`src/design/emfd_pkg.sv`:
```
// ----------------------------------------------------------------------------
// emfd_pkg: shared types and constants for the energy meter frame decoder
// Frame layout constants, status codes and the structs passed between stages.
// ----------------------------------------------------------------------------
`default_nettype none

package emfd_pkg;

  localparam int FRAME_BYTES = 12;               // bytes per radio frame
  localparam int STORE_DEPTH = FRAME_BYTES - 1;  // bytes kept for decode
  localparam int CNT_W       = $clog2(FRAME_BYTES);

  localparam logic [7:0] HDR_SYNC   = 8'h25;
  localparam logic [7:0] HDR_TYPE_A = 8'h6A;
  localparam logic [7:0] HDR_TYPE_B = 8'h2A;
  localparam logic [7:0] HDR_TYPE_C = 8'h40;
  localparam logic [7:0] FILTER_PAT = 8'hAA;
  localparam logic [7:0] RAW_MASK   = 8'h3F;
  localparam int         PAIR_BIT   = 7;
  localparam int         CONN_BIT   = 6;
  localparam logic [11:0] VOLT_BASE = 12'd1280;  // 128.0 V in tenths

  typedef enum logic [2:0] {
    ST_ACCEPTED   = 3'd0,
    ST_BAD_HEADER = 3'd1,
    ST_PAIRING    = 3'd2,
    ST_CHECKSUM   = 3'd3,
    ST_FILTERED   = 3'd4
  } status_t;

  typedef logic [STORE_DEPTH-1:0][7:0] frame_bytes_t;

  // capture stage -> decode stage
  typedef struct packed {
    logic         done;      // twelfth byte taken this cycle
    logic         sum_zero;  // mod-256 sum of all twelve bytes is zero
    frame_bytes_t bytes;     // bytes 0..10 of the frame
  } frame_t;

  typedef struct packed {
    status_t     status;
    logic [15:0] device_id;
    logic [11:0] voltage_tenths;
    logic [15:0] current_ma;
    logic [12:0] power_w;
    logic [13:0] energy_centi_kwh;
    logic        load_connected;
    logic        pairing;
  } result_t;

endpackage

`default_nettype wire

```
`src/design/emfd_byte_if.sv`:
```
// ----------------------------------------------------------------------------
// emfd_byte_if: byte request channel
// One received frame byte plus the start-of-frame mark, valid/ready handshake.
// ----------------------------------------------------------------------------
`default_nettype none

interface emfd_byte_if;
  logic       valid;
  logic       ready;
  logic [7:0] rx_byte;
  logic       frame_start;

  modport source (output valid, rx_byte, frame_start, input ready);
  modport sink   (input valid, rx_byte, frame_start, output ready);
endinterface

`default_nettype wire

```
`src/design/emfd_result_if.sv`:
```
// ----------------------------------------------------------------------------
// emfd_result_if: decoded frame request channel
// One decoded frame per request, valid/ready handshake.
// ----------------------------------------------------------------------------
`default_nettype none

interface emfd_result_if;
  logic        valid;
  logic        ready;
  logic [2:0]  status;
  logic [15:0] device_id;
  logic [11:0] voltage_tenths;
  logic [15:0] current_ma;
  logic [12:0] power_w;
  logic [13:0] energy_centi_kwh;
  logic        load_connected;
  logic        pairing;

  modport source (output valid, status, device_id, voltage_tenths, current_ma,
                  power_w, energy_centi_kwh, load_connected, pairing,
                  input ready);
  modport sink   (input valid, status, device_id, voltage_tenths, current_ma,
                  power_w, energy_centi_kwh, load_connected, pairing,
                  output ready);
endinterface

`default_nettype wire

```
`src/design/emfd_capture.sv`:
```
// ----------------------------------------------------------------------------
// emfd_capture: byte counter, running checksum and frame byte capture
// Flags the twelfth byte of a frame together with the final checksum test.
// ----------------------------------------------------------------------------
`default_nettype none

module emfd_capture
  import emfd_pkg::*;
(
  input  wire logic       clk,
  input  wire logic       rst,
  input  wire logic       take,
  input  wire logic [7:0] rx_byte,
  input  wire logic       frame_start,
  output frame_t          frame
);

  logic [CNT_W-1:0] byte_count, byte_count_next;
  logic [7:0]       byte_sum, byte_sum_next;
  frame_bytes_t     store;

  logic [CNT_W-1:0] cnt_base;
  logic [7:0]       sum_base;
  logic [7:0]       sum_new;
  logic             last;

  assign cnt_base = frame_start ? '0 : byte_count;
  assign sum_base = frame_start ? '0 : byte_sum;
  assign sum_new  = sum_base + rx_byte;
  assign last     = (cnt_base == CNT_W'(FRAME_BYTES - 1));

  always_comb begin
    byte_count_next = byte_count;
    byte_sum_next   = byte_sum;
    if (take) begin
      if (last) begin
        byte_count_next = '0;
        byte_sum_next   = '0;
      end else begin
        byte_count_next = cnt_base + CNT_W'(1);
        byte_sum_next   = sum_new;
      end
    end
  end

  always_ff @(posedge clk) begin
    if (rst) begin
      byte_count <= '0;
      byte_sum   <= '0;
    end else begin
      byte_count <= byte_count_next;
      byte_sum   <= byte_sum_next;
    end
  end

  // each slot loads when the count points at it; no reset needed
  always_ff @(posedge clk) begin
    for (int i = 0; i < STORE_DEPTH; i++) begin
      if (take && (cnt_base == CNT_W'(i))) begin
        store[i] <= rx_byte;
      end
    end
  end

  assign frame.done     = take && last;
  assign frame.sum_zero = (sum_new == 8'd0);
  assign frame.bytes    = store;

endmodule

`default_nettype wire

```
`src/design/emfd_decode.sv`:
```
// ----------------------------------------------------------------------------
// emfd_decode: field extraction and status priority
// Turns the captured frame bytes into scaled readings and a status code.
// ----------------------------------------------------------------------------
`default_nettype none

module emfd_decode
  import emfd_pkg::*;
(
  input  wire frame_t frame,
  output result_t     res
);

  frame_bytes_t f;
  logic         pair;
  logic         hdr_ok;
  logic [11:0]  volt_raw;

  assign f        = frame.bytes;
  assign pair     = f[4][PAIR_BIT];
  assign hdr_ok   = (f[0] == HDR_SYNC) &&
                    ((f[1] == HDR_TYPE_A) || (f[1] == HDR_TYPE_B) ||
                     (f[1] == HDR_TYPE_C));
  // 5 * byte8 as (byte8 << 2) + byte8
  assign volt_raw = VOLT_BASE + {2'b00, f[8], 2'b00} + {4'b0000, f[8]};

  always_comb begin
    res.device_id = {f[2], f[3]};
    res.pairing   = pair;
    if (pair) begin
      res.voltage_tenths   = '0;
      res.current_ma       = '0;
      res.power_w          = '0;
      res.energy_centi_kwh = '0;
      res.load_connected   = 1'b0;
    end else begin
      res.voltage_tenths   = volt_raw;
      res.current_ma       = {f[6], f[7]};
      // half-watt raw, truncated to watts
      res.power_w          = {f[4][5:0] & RAW_MASK[5:0], f[5][7:1]};
      res.energy_centi_kwh = {f[9][5:0] & RAW_MASK[5:0], f[10]};
      res.load_connected   = f[4][CONN_BIT];
    end

    if (!hdr_ok) begin
      res.status = ST_BAD_HEADER;
    end else if (pair) begin
      res.status = ST_PAIRING;
    end else if (!frame.sum_zero) begin
      res.status = ST_CHECKSUM;
    end else if ((f[6] == FILTER_PAT) && (f[7] == FILTER_PAT)) begin
      res.status = ST_FILTERED;
    end else begin
      res.status = ST_ACCEPTED;
    end
  end

endmodule

`default_nettype wire

```
`src/design/energy_meter_frame_decoder_unit.sv`:
```
// ----------------------------------------------------------------------------
// energy_meter_frame_decoder_unit: radio energy meter frame decoder
// Collects twelve-byte frames and emits one decoded reading per frame.
// ----------------------------------------------------------------------------
//
//   channel   | dir | payload                                    | per request
//   ----------+-----+--------------------------------------------+------------
//   byte_in   | in  | rx_byte[7:0], frame_start                  | one byte
//   result    | out | status, device_id, voltage_tenths,         | one frame
//             |     | current_ma, power_w, energy_centi_kwh,     |
//             |     | load_connected, pairing                    |
//
// One byte is taken per cycle while byte_in.ready is high. The twelfth byte
// of a frame is decoded in the cycle it is taken and the reading is stored
// in the result register, so it appears on result in the next cycle. A
// stalled result blocks only byte_in; a new byte is taken in the same cycle
// the waiting result is taken. Synchronous reset clears the byte count,
// checksum and result valid; captured bytes are not cleared.
// frame_start drops any partial frame without a result.
// ----------------------------------------------------------------------------
`default_nettype none

module energy_meter_frame_decoder_unit
  import emfd_pkg::*;
(
  input  wire logic      clk,
  input  wire logic      rst,
  emfd_byte_if.sink      byte_in,
  emfd_result_if.source  result
);

  frame_t  frame;
  result_t decoded;
  result_t res_q;
  logic    out_valid, out_valid_next;
  logic    take;

  // room downstream: result register empty or draining this cycle
  assign byte_in.ready = !out_valid || result.ready;
  assign take          = byte_in.valid && byte_in.ready;

  emfd_capture u_capture (
    .clk         (clk),
    .rst         (rst),
    .take        (take),
    .rx_byte     (byte_in.rx_byte),
    .frame_start (byte_in.frame_start),
    .frame       (frame)
  );

  emfd_decode u_decode (
    .frame (frame),
    .res   (decoded)
  );

  always_comb begin
    out_valid_next = out_valid;
    if (frame.done) begin
      out_valid_next = 1'b1;
    end else if (result.ready) begin
      out_valid_next = 1'b0;
    end
  end

  always_ff @(posedge clk) begin
    if (rst) begin
      out_valid <= 1'b0;
    end else begin
      out_valid <= out_valid_next;
    end
  end

  always_ff @(posedge clk) begin
    if (frame.done) begin
      res_q <= decoded;
    end
  end

  assign result.valid            = out_valid;
  assign result.status           = res_q.status;
  assign result.device_id        = res_q.device_id;
  assign result.voltage_tenths   = res_q.voltage_tenths;
  assign result.current_ma       = res_q.current_ma;
  assign result.power_w          = res_q.power_w;
  assign result.energy_centi_kwh = res_q.energy_centi_kwh;
  assign result.load_connected   = res_q.load_connected;
  assign result.pairing          = res_q.pairing;

  // a completed frame always shows up on the next cycle
  a_done_to_valid: assert property (@(posedge clk) disable iff (rst)
    frame.done |=> result.valid)
    else $error("completed frame not presented");

  // a pending result is never overwritten by a new frame
  a_no_overwrite: assert property (@(posedge clk) disable iff (rst)
    (result.valid && !result.ready) |-> !frame.done)
    else $error("pending result overwritten");

  // pairing frames carry no readings and only header or pairing status
  a_pair_fields: assert property (@(posedge clk) disable iff (rst)
    (result.valid && result.pairing) |->
      (result.voltage_tenths == 12'd0 && result.current_ma == 16'd0 &&
       (result.status == ST_BAD_HEADER || result.status == ST_PAIRING)))
    else $error("pairing result inconsistent");

  // normal readings keep the voltage offset
  a_volt_floor: assert property (@(posedge clk) disable iff (rst)
    (result.valid && !result.pairing) |-> (result.voltage_tenths >= VOLT_BASE))
    else $error("voltage below base");

endmodule

`default_nettype wire
```
`src/flat_wrapper.sv`:
```
// flat-port wrapper written by rule: the top's interface ports become plain ports
module energy_meter_frame_decoder_unit_flat import emfd_pkg::*;
  (clk, rst, byte_in_valid, byte_in_rx_byte, byte_in_frame_start, byte_in_ready, result_valid, result_status, result_device_id, result_voltage_tenths, result_current_ma, result_power_w, result_energy_centi_kwh, result_load_connected, result_pairing, result_ready);
  emfd_byte_if byte_in_i ();
  emfd_result_if result_i ();
  input  wire logic clk;
  input  wire logic rst;
  input wire logic [$bits(byte_in_i.valid)-1:0] byte_in_valid;
  input wire logic [$bits(byte_in_i.rx_byte)-1:0] byte_in_rx_byte;
  input wire logic [$bits(byte_in_i.frame_start)-1:0] byte_in_frame_start;
  output wire logic [$bits(byte_in_i.ready)-1:0] byte_in_ready;
  output wire logic [$bits(result_i.valid)-1:0] result_valid;
  output wire logic [$bits(result_i.status)-1:0] result_status;
  output wire logic [$bits(result_i.device_id)-1:0] result_device_id;
  output wire logic [$bits(result_i.voltage_tenths)-1:0] result_voltage_tenths;
  output wire logic [$bits(result_i.current_ma)-1:0] result_current_ma;
  output wire logic [$bits(result_i.power_w)-1:0] result_power_w;
  output wire logic [$bits(result_i.energy_centi_kwh)-1:0] result_energy_centi_kwh;
  output wire logic [$bits(result_i.load_connected)-1:0] result_load_connected;
  output wire logic [$bits(result_i.pairing)-1:0] result_pairing;
  input wire logic [$bits(result_i.ready)-1:0] result_ready;
  assign byte_in_i.valid = byte_in_valid;
  assign byte_in_i.rx_byte = byte_in_rx_byte;
  assign byte_in_i.frame_start = byte_in_frame_start;
  assign byte_in_ready = byte_in_i.ready;
  assign result_valid = result_i.valid;
  assign result_status = result_i.status;
  assign result_device_id = result_i.device_id;
  assign result_voltage_tenths = result_i.voltage_tenths;
  assign result_current_ma = result_i.current_ma;
  assign result_power_w = result_i.power_w;
  assign result_energy_centi_kwh = result_i.energy_centi_kwh;
  assign result_load_connected = result_i.load_connected;
  assign result_pairing = result_i.pairing;
  assign result_i.ready = result_ready;
  energy_meter_frame_decoder_unit u_core (.clk(clk), .rst(rst), .byte_in(byte_in_i), .result(result_i));
endmodule
```
`config.mk`:
```
export PLATFORM = sky130hd
export DESIGN_NAME = energy_meter_frame_decoder_unit_flat
export DESIGN_NICKNAME = d
export VERILOG_FILES = /design/src/design/emfd_pkg.sv /design/src/design/emfd_byte_if.sv /design/src/design/emfd_result_if.sv /design/src/design/emfd_capture.sv /design/src/design/emfd_decode.sv /design/src/design/energy_meter_frame_decoder_unit.sv /design/src/flat_wrapper.sv
export SDC_FILE = /design/constraint.sdc
export NUM_CORES = 1
export LEC_CHECK = 0
export BUFFER_PORTS_ARGS = -buffer_cell sky130_fd_sc_hd__buf_2
export CORE_MARGIN = 2
export CORE_UTILIZATION = 24
export DETAILED_ROUTE_END_ITERATION = 7
export GPL_TIMING_DRIVEN = 0
export PLACE_DENSITY_LB_ADDON = 0.08
export SLEW_MARGIN = 15
export SYNTH_ARGS = -nofsm -noshare
export SYNTH_HDL_FRONTEND = slang
export SYNTH_SLANG_ARGS = --single-unit
```
`constraint.sdc`:
```
create_clock -name clk -period 3.8 [get_ports clk]
set_input_delay 0.57 -clock clk [delete_from_list [all_inputs] [get_ports clk]]
set_output_delay 0.57 -clock clk [all_outputs]
set_load 0.02 [all_outputs]
```
### Word level (Yosys, flattened, before mapping)

Index checks and enable logic that the tools add are counted.

| word-level totals | value |
|---|---|
| flip-flop bits (word level) | 175 |
| bits of input ports | 13 |
| output and inout bits | 78 |
| word-level logic and storage cells | 78 |

| cells by class | value |
|---|---|
| add/subtract/negate cells | 4 |
| equality and inequality tests | 17 |
| multiplexer cells | 9 |
| bitwise logic cells | 2 |
| reductions and logical operators | 23 |

Operators by type and width:

| operator | count |
|---|---|
| $eq 4x3->1 const B | 4 |
| $eq 4x4->1 const B | 4 |
| $eq 8x6->1 const B | 2 |
| $eq 8x7->1 const B | 2 |
| $eq 8x8->1 const B | 2 |
| $mux 8 | 2 |
| $logic_and 1x1->1 | 15 |
| $add 11x10->12 const A | 1 |
| $add 12x8->12 | 1 |
| $add 8x8->8 | 1 |
| $eq 4x2->1 const B | 2 |
| $logic_not 8->1 | 1 |
| $mux 4 | 2 |
| $add 4x1->4 const B | 1 |
| $eq 4x1->1 const B | 1 |
| $logic_not 4->1 | 1 |
| $mux 2 | 2 |
| $logic_or 1x1->1 | 3 |
| $mux 3 | 1 |
| $reduce_or 3->1 | 1 |
| $mux 1 | 2 |
| $not 1->1 | 2 |
| $reduce_bool 2->1 | 1 |
| $logic_not 1->1 | 1 |

### Longest topological paths before layout

| logic depth | value |
|---|---|
| word-level depth | 6 |
| mapped depth | 11 |
| mapped depth without buffers | 9 |

### Hierarchy

Synthesis repeated with hierarchy kept, for this count alone.

| second synthesis, totals | value |
|---|---|
| cell total of the unflattened synthesis | 437 |
| area total of the unflattened synthesis | 6927.9 sq um |

Modules (own cells, without submodules):

| module | instances | cells each | area each (sq um) | seq. area each (sq um) |
|---|---|---|---|---|
| emfd_capture | 1 | 217 | 3648.5 | 2882.8 |
| energy_meter_frame_decoder_unit | 1 | 81 | 2337.2 | 2302.2 |
| emfd_decode | 1 | 139 | 942.2 | 0.0 |

### Worst setup path after synthesis

No wires, ideal clock.

| timing path | value |
|---|---|
| kind | input to register |
| start | in byte_in_frame_start |
| end | reg u_core.res_q, in the netlist u_core.result.current_ma[0] (enable) |
| library setup time | 0.430 ns |
| arrival | 3.264 ns |
| data required time | 3.370 ns |
| path slack | 0.106 ns |
| stages | 7 |
| buffers on the path | 1 |
| cell sequence | clkbuf_1 > nand2b_1 > inv_1 > ha_1 > inv_1 > or4_1 > inv_1 |

RTL lines:

| what | line | text |
|---|---|---|
| start: declaration | flat_wrapper.sv:10 | `input wire logic [$bits(byte_in_i.frame_start)-1:0] byte_in_frame_start;` |
| end signal: assignment | energy_meter_frame_decoder_unit.sv:75 | `res_q <= decoded;` |
| end: declaration | energy_meter_frame_decoder_unit.sv:34 | `result_t res_q;` |

### Final worst setup path

| timing path | value |
|---|---|
| start | in byte_in_frame_start |
| end | reg u_core.res_q, in the netlist u_core.result.status[1] (data pin) |

| between the ends | value |
|---|---|
| longest elaborated chain between the ends | 5 |

Ends and longest elaborated chain:

| what | line | text |
|---|---|---|
| $mux 8 | emfd_capture.sv:28 | `assign sum_base = frame_start ? '0 : byte_sum;` |
| $add 8x8->8 | emfd_capture.sv:29 | `assign sum_new = sum_base + rx_byte;` |
| $logic_not 8->1 | emfd_capture.sv:66 | `assign frame.sum_zero = (sum_new == 8'd0);` |
| $mux 2 | emfd_decode.sv:49 | `end else if (!frame.sum_zero) begin` |
| $mux 2 | emfd_decode.sv:47 | `end else if (pair) begin` |

No other way between the ends.
A chain may end at the register's enable or synchronous reset.

==> key figures <==
Global route
  • Vias in the first global route: 3546
  • Initial antenna violation count: 0
  • Pin count of the biggest net entering global routing: 52
  • First-pass GRT wire length: 21.4 mm
  • Grt ovf: 0
  • Tot GR Track Use: 0.104

Synthesis
  • EDFF count, synth: 161
  • Sequential share of the synthesized area: 0.770
  • Mean Syn Cell Area: 16.3 µm²
  • Synth cell types: 42
  • Seq cells post-synth: 174
  • Post-synthesis cell area: around 0.0066 mm²
  • Synth warnings: 0
  • Ys flop type: edfxtp_1
  • Synth Instances: 406
  • Syn nets: about 440
  • FFs w/ async S/R, synth: 0

Placement
  • Dpl ws: -171 ps
  • IO Port Bufs: 89
  • Post-DP HPWL: 9.51 mm
  • Placer Congestion: approximately 0.75
  • Placement Cell Area: approximately 0.0076 mm²

Clocking
  • Clock net sink count: 174
  • Reg clk slew, reported paths: ~70 ps
  • Clk_lat worst skew: 420 ps
  • H-tree levels: 4
  • CTS Hold Bufs: 0
  • PostCTS Resize Cnt: 0
  • Postcts setup bufs: 0
  • CTS root buffer: clkbuf_16
  • Clock Tree Buf Depth: 2
  • Number of buffers created by CTS: 17
  • CTS tree: built

Critical path
  • Startpoint types: primary input
  • Crit. End Element: register
  • Reg2Reg Depth: 9
  • Data required, critical path: 3960 ps
  • Critical path class: primary input to register
  • Data arrival, critical path: 3660 ps
  • CP max FO: 10

Status
  • Outcome: completed

Pwr
  • Total power: 3.88 mW
  • Pleak: 2.87 nW
  • Max VDD drop: ~0.21 mV
  • Power Density: 478 mW/mm²

Run
  • # Max-Cap Violations: 0

Cells and area
  • Layout cell share with drive strength beyond 1: 0.251
  • Antenna diodes: 0
  • Most frequent cells in the layout: edfxtp_1 (161), buf_2 (91), nor2b_1 (55)
  • Nets: 549
  • Fillcell total: 2727
  • Post-Layout Inst Area: 0.00811 mm²
  • Layout area overhead: 22.5%
  • Leading cell type in the layout, fill and taps excluded: edfxtp_1

STA
  • Minimum clock period: 3500 ps
  • Fin. Hold Viols: 0
  • PnR worst setup slack: 304 ps
  • Worst Hold Slack: between 300 and 400 ps
  • Period utilization: 0.920
  • Rel. slew slack: 0.409
  • Setup violators final: 0
  • Achievable Freq: 286 MHz
  • Final Max Tran Viols: 0
  • RSZ-0062 raised after global routing: false
  • Slew @ Worst Pin: 884 ps
  • Clock skew: 11.0 ps

Floorplanning
  • Chip height: 170 µm
  • Num ports: 91
  • Rows: 60
  • Die width: 170 µm
  • Core area: 0.0270 mm²
  • Starting Density: 0.245
  • Die area: between 0.02 and 0.03 mm²

Route
  • Via Count: 3526
  • DRT antenna net count: 0
  • DRC viols: 0
  • Pre-antenna DRT Iters: 4
  • Final WL: 14.4 mm
  • Via density: 4.05
  • Starting DRT DRC Count: 246
  • DR WL/cell: 16.5 µm

Min path
  • Worst min path class: primary input to register
  • Min-Delay Path Depth: 2
-- worst max-delay path: stages --
cell and delay, ps:
clkbuf_1 300, clkbuf_1 520, nor2b_1 110, ha_1 240, fa_1 420, a211oi_2 360, nor2_2 100, or4_4 420
o211ai_2 100, nand4_2 250, o21a_1 260
-- cell families after synthesis --
logic type	Yosys count	synth area share
AO/OA/AOI/OAI	45	0.0454
flip-flops	174	0.770
AND/OR/NAND/NOR	130	0.117
buffers and inverters	27	0.0155
adder cells (fa/ha/maj)	19	0.0382
XOR/XNOR	10	0.0132
multiplexers	1	0.00151
-- area by class of cell --
class                   count  area (µm²)  share of cell area
plain buffers              13        50.0             0.00617
clock buffers              18         429              0.0529
well taps                 341         427              0.0526
multi-input cells         205        1440               0.178
flip-flops and latches    174        5090               0.628
clock inverters            13         129              0.0159
inverters                  14        55.1             0.00679
repair buffers             92         485              0.0598
-- stage by stage --
step / cells / TNS (ps) / util
2_1_floorplan: 406 / 0 / -
3_3_place_gp: 836 / -72350 / 0.277
3_5_place_dp: 839 / -438 / 0.279
4_1_cts: 870 / 0 / 0.300
5_1_grt: 870 / 0 / 0.300
6_report: 870 / 0 / 0.300
-- cells in the mapped netlist, types with 2 or more instances --
master | n | share of area
or4_1 | 2 | 0.0023
o21ai_0 | 3 | 0.0023
dfxtp_1 | 13 | 0.039
nor2b_1 | 55 | 0.052
o211ai_1 | 2 | 0.0023
nand2b_1 | 7 | 0.0066
and3_1 | 6 | 0.0057
o21a_1 | 2 | 0.0023
edfxtp_1 | 161 | 0.73
a31oi_1 | 2 | 0.0019
fa_1 | 2 | 0.0060
a21o_1 | 7 | 0.0079
inv_1 | 14 | 0.0079
clkbuf_1 | 12 | 0.0068
nor2_1 | 21 | 0.012
nand3_1 | 2 | 0.0015
nand2_1 | 8 | 0.0045
nor3_1 | 7 | 0.0053
a21oi_1 | 17 | 0.013
a22oi_1 | 6 | 0.0068
nor4bb_1 | 3 | 0.0045
xor2_1 | 4 | 0.0053
ha_1 | 17 | 0.032
nor4_1 | 6 | 0.0057
nand4_1 | 3 | 0.0028
xnor2_1 | 6 | 0.0079
nor4b_1 | 3 | 0.0040
-- layer usage --
layer | routed length (µm) | global-route usage | share of wire
met1 | 6280 | 0.124 | 0.44
met2 | 7290 | 0.178 | 0.51
met3 | 631 | 0.0316 | 0.044
met4 | 154 | 0.0312 | 0.011
met5 | 0 | 0 | 0
-- final timing paths --
path | end | slack, ps | start
max reg2reg | u_core.result.status[1] | 950 | u_core.u_capture.byte_sum[0]
min reg2reg | u_core.result.device_id[6] | 420 | u_core.u_capture.frame[30]
max | u_core.result.status[1] | 300 | byte_in_frame_start
min | u_core.u_capture.byte_sum[6] | 380 | rst
-- power by group --
part | total [mW] | internal [mW] | switching, mW
sequential | 2.10 | 2.09 | 0.00591
combinational | 0.121 | 0.0395 | 0.0818
clock | 1.66 | 0.916 | 0.742
-- flip-flops by register name, indices dropped and copies added, names as in the netlist --
register / flops
u_core.result.device_id: 16
u_core.u_capture.frame: 85
u_core.result.pairing: 1
u_core.result.current_ma: 16
u_core.u_capture.byte_sum: 8
u_core.result.valid: 1
u_core.u_capture.byte_count: 4
u_core.result.status: 3
u_core.result.power_w: 13
u_core.result.energy_centi_kwh: 14
u_core.result.voltage_tenths: 12
u_core.result.load_connected: 1
Note: power is estimated with default switching activity, not from simulation.
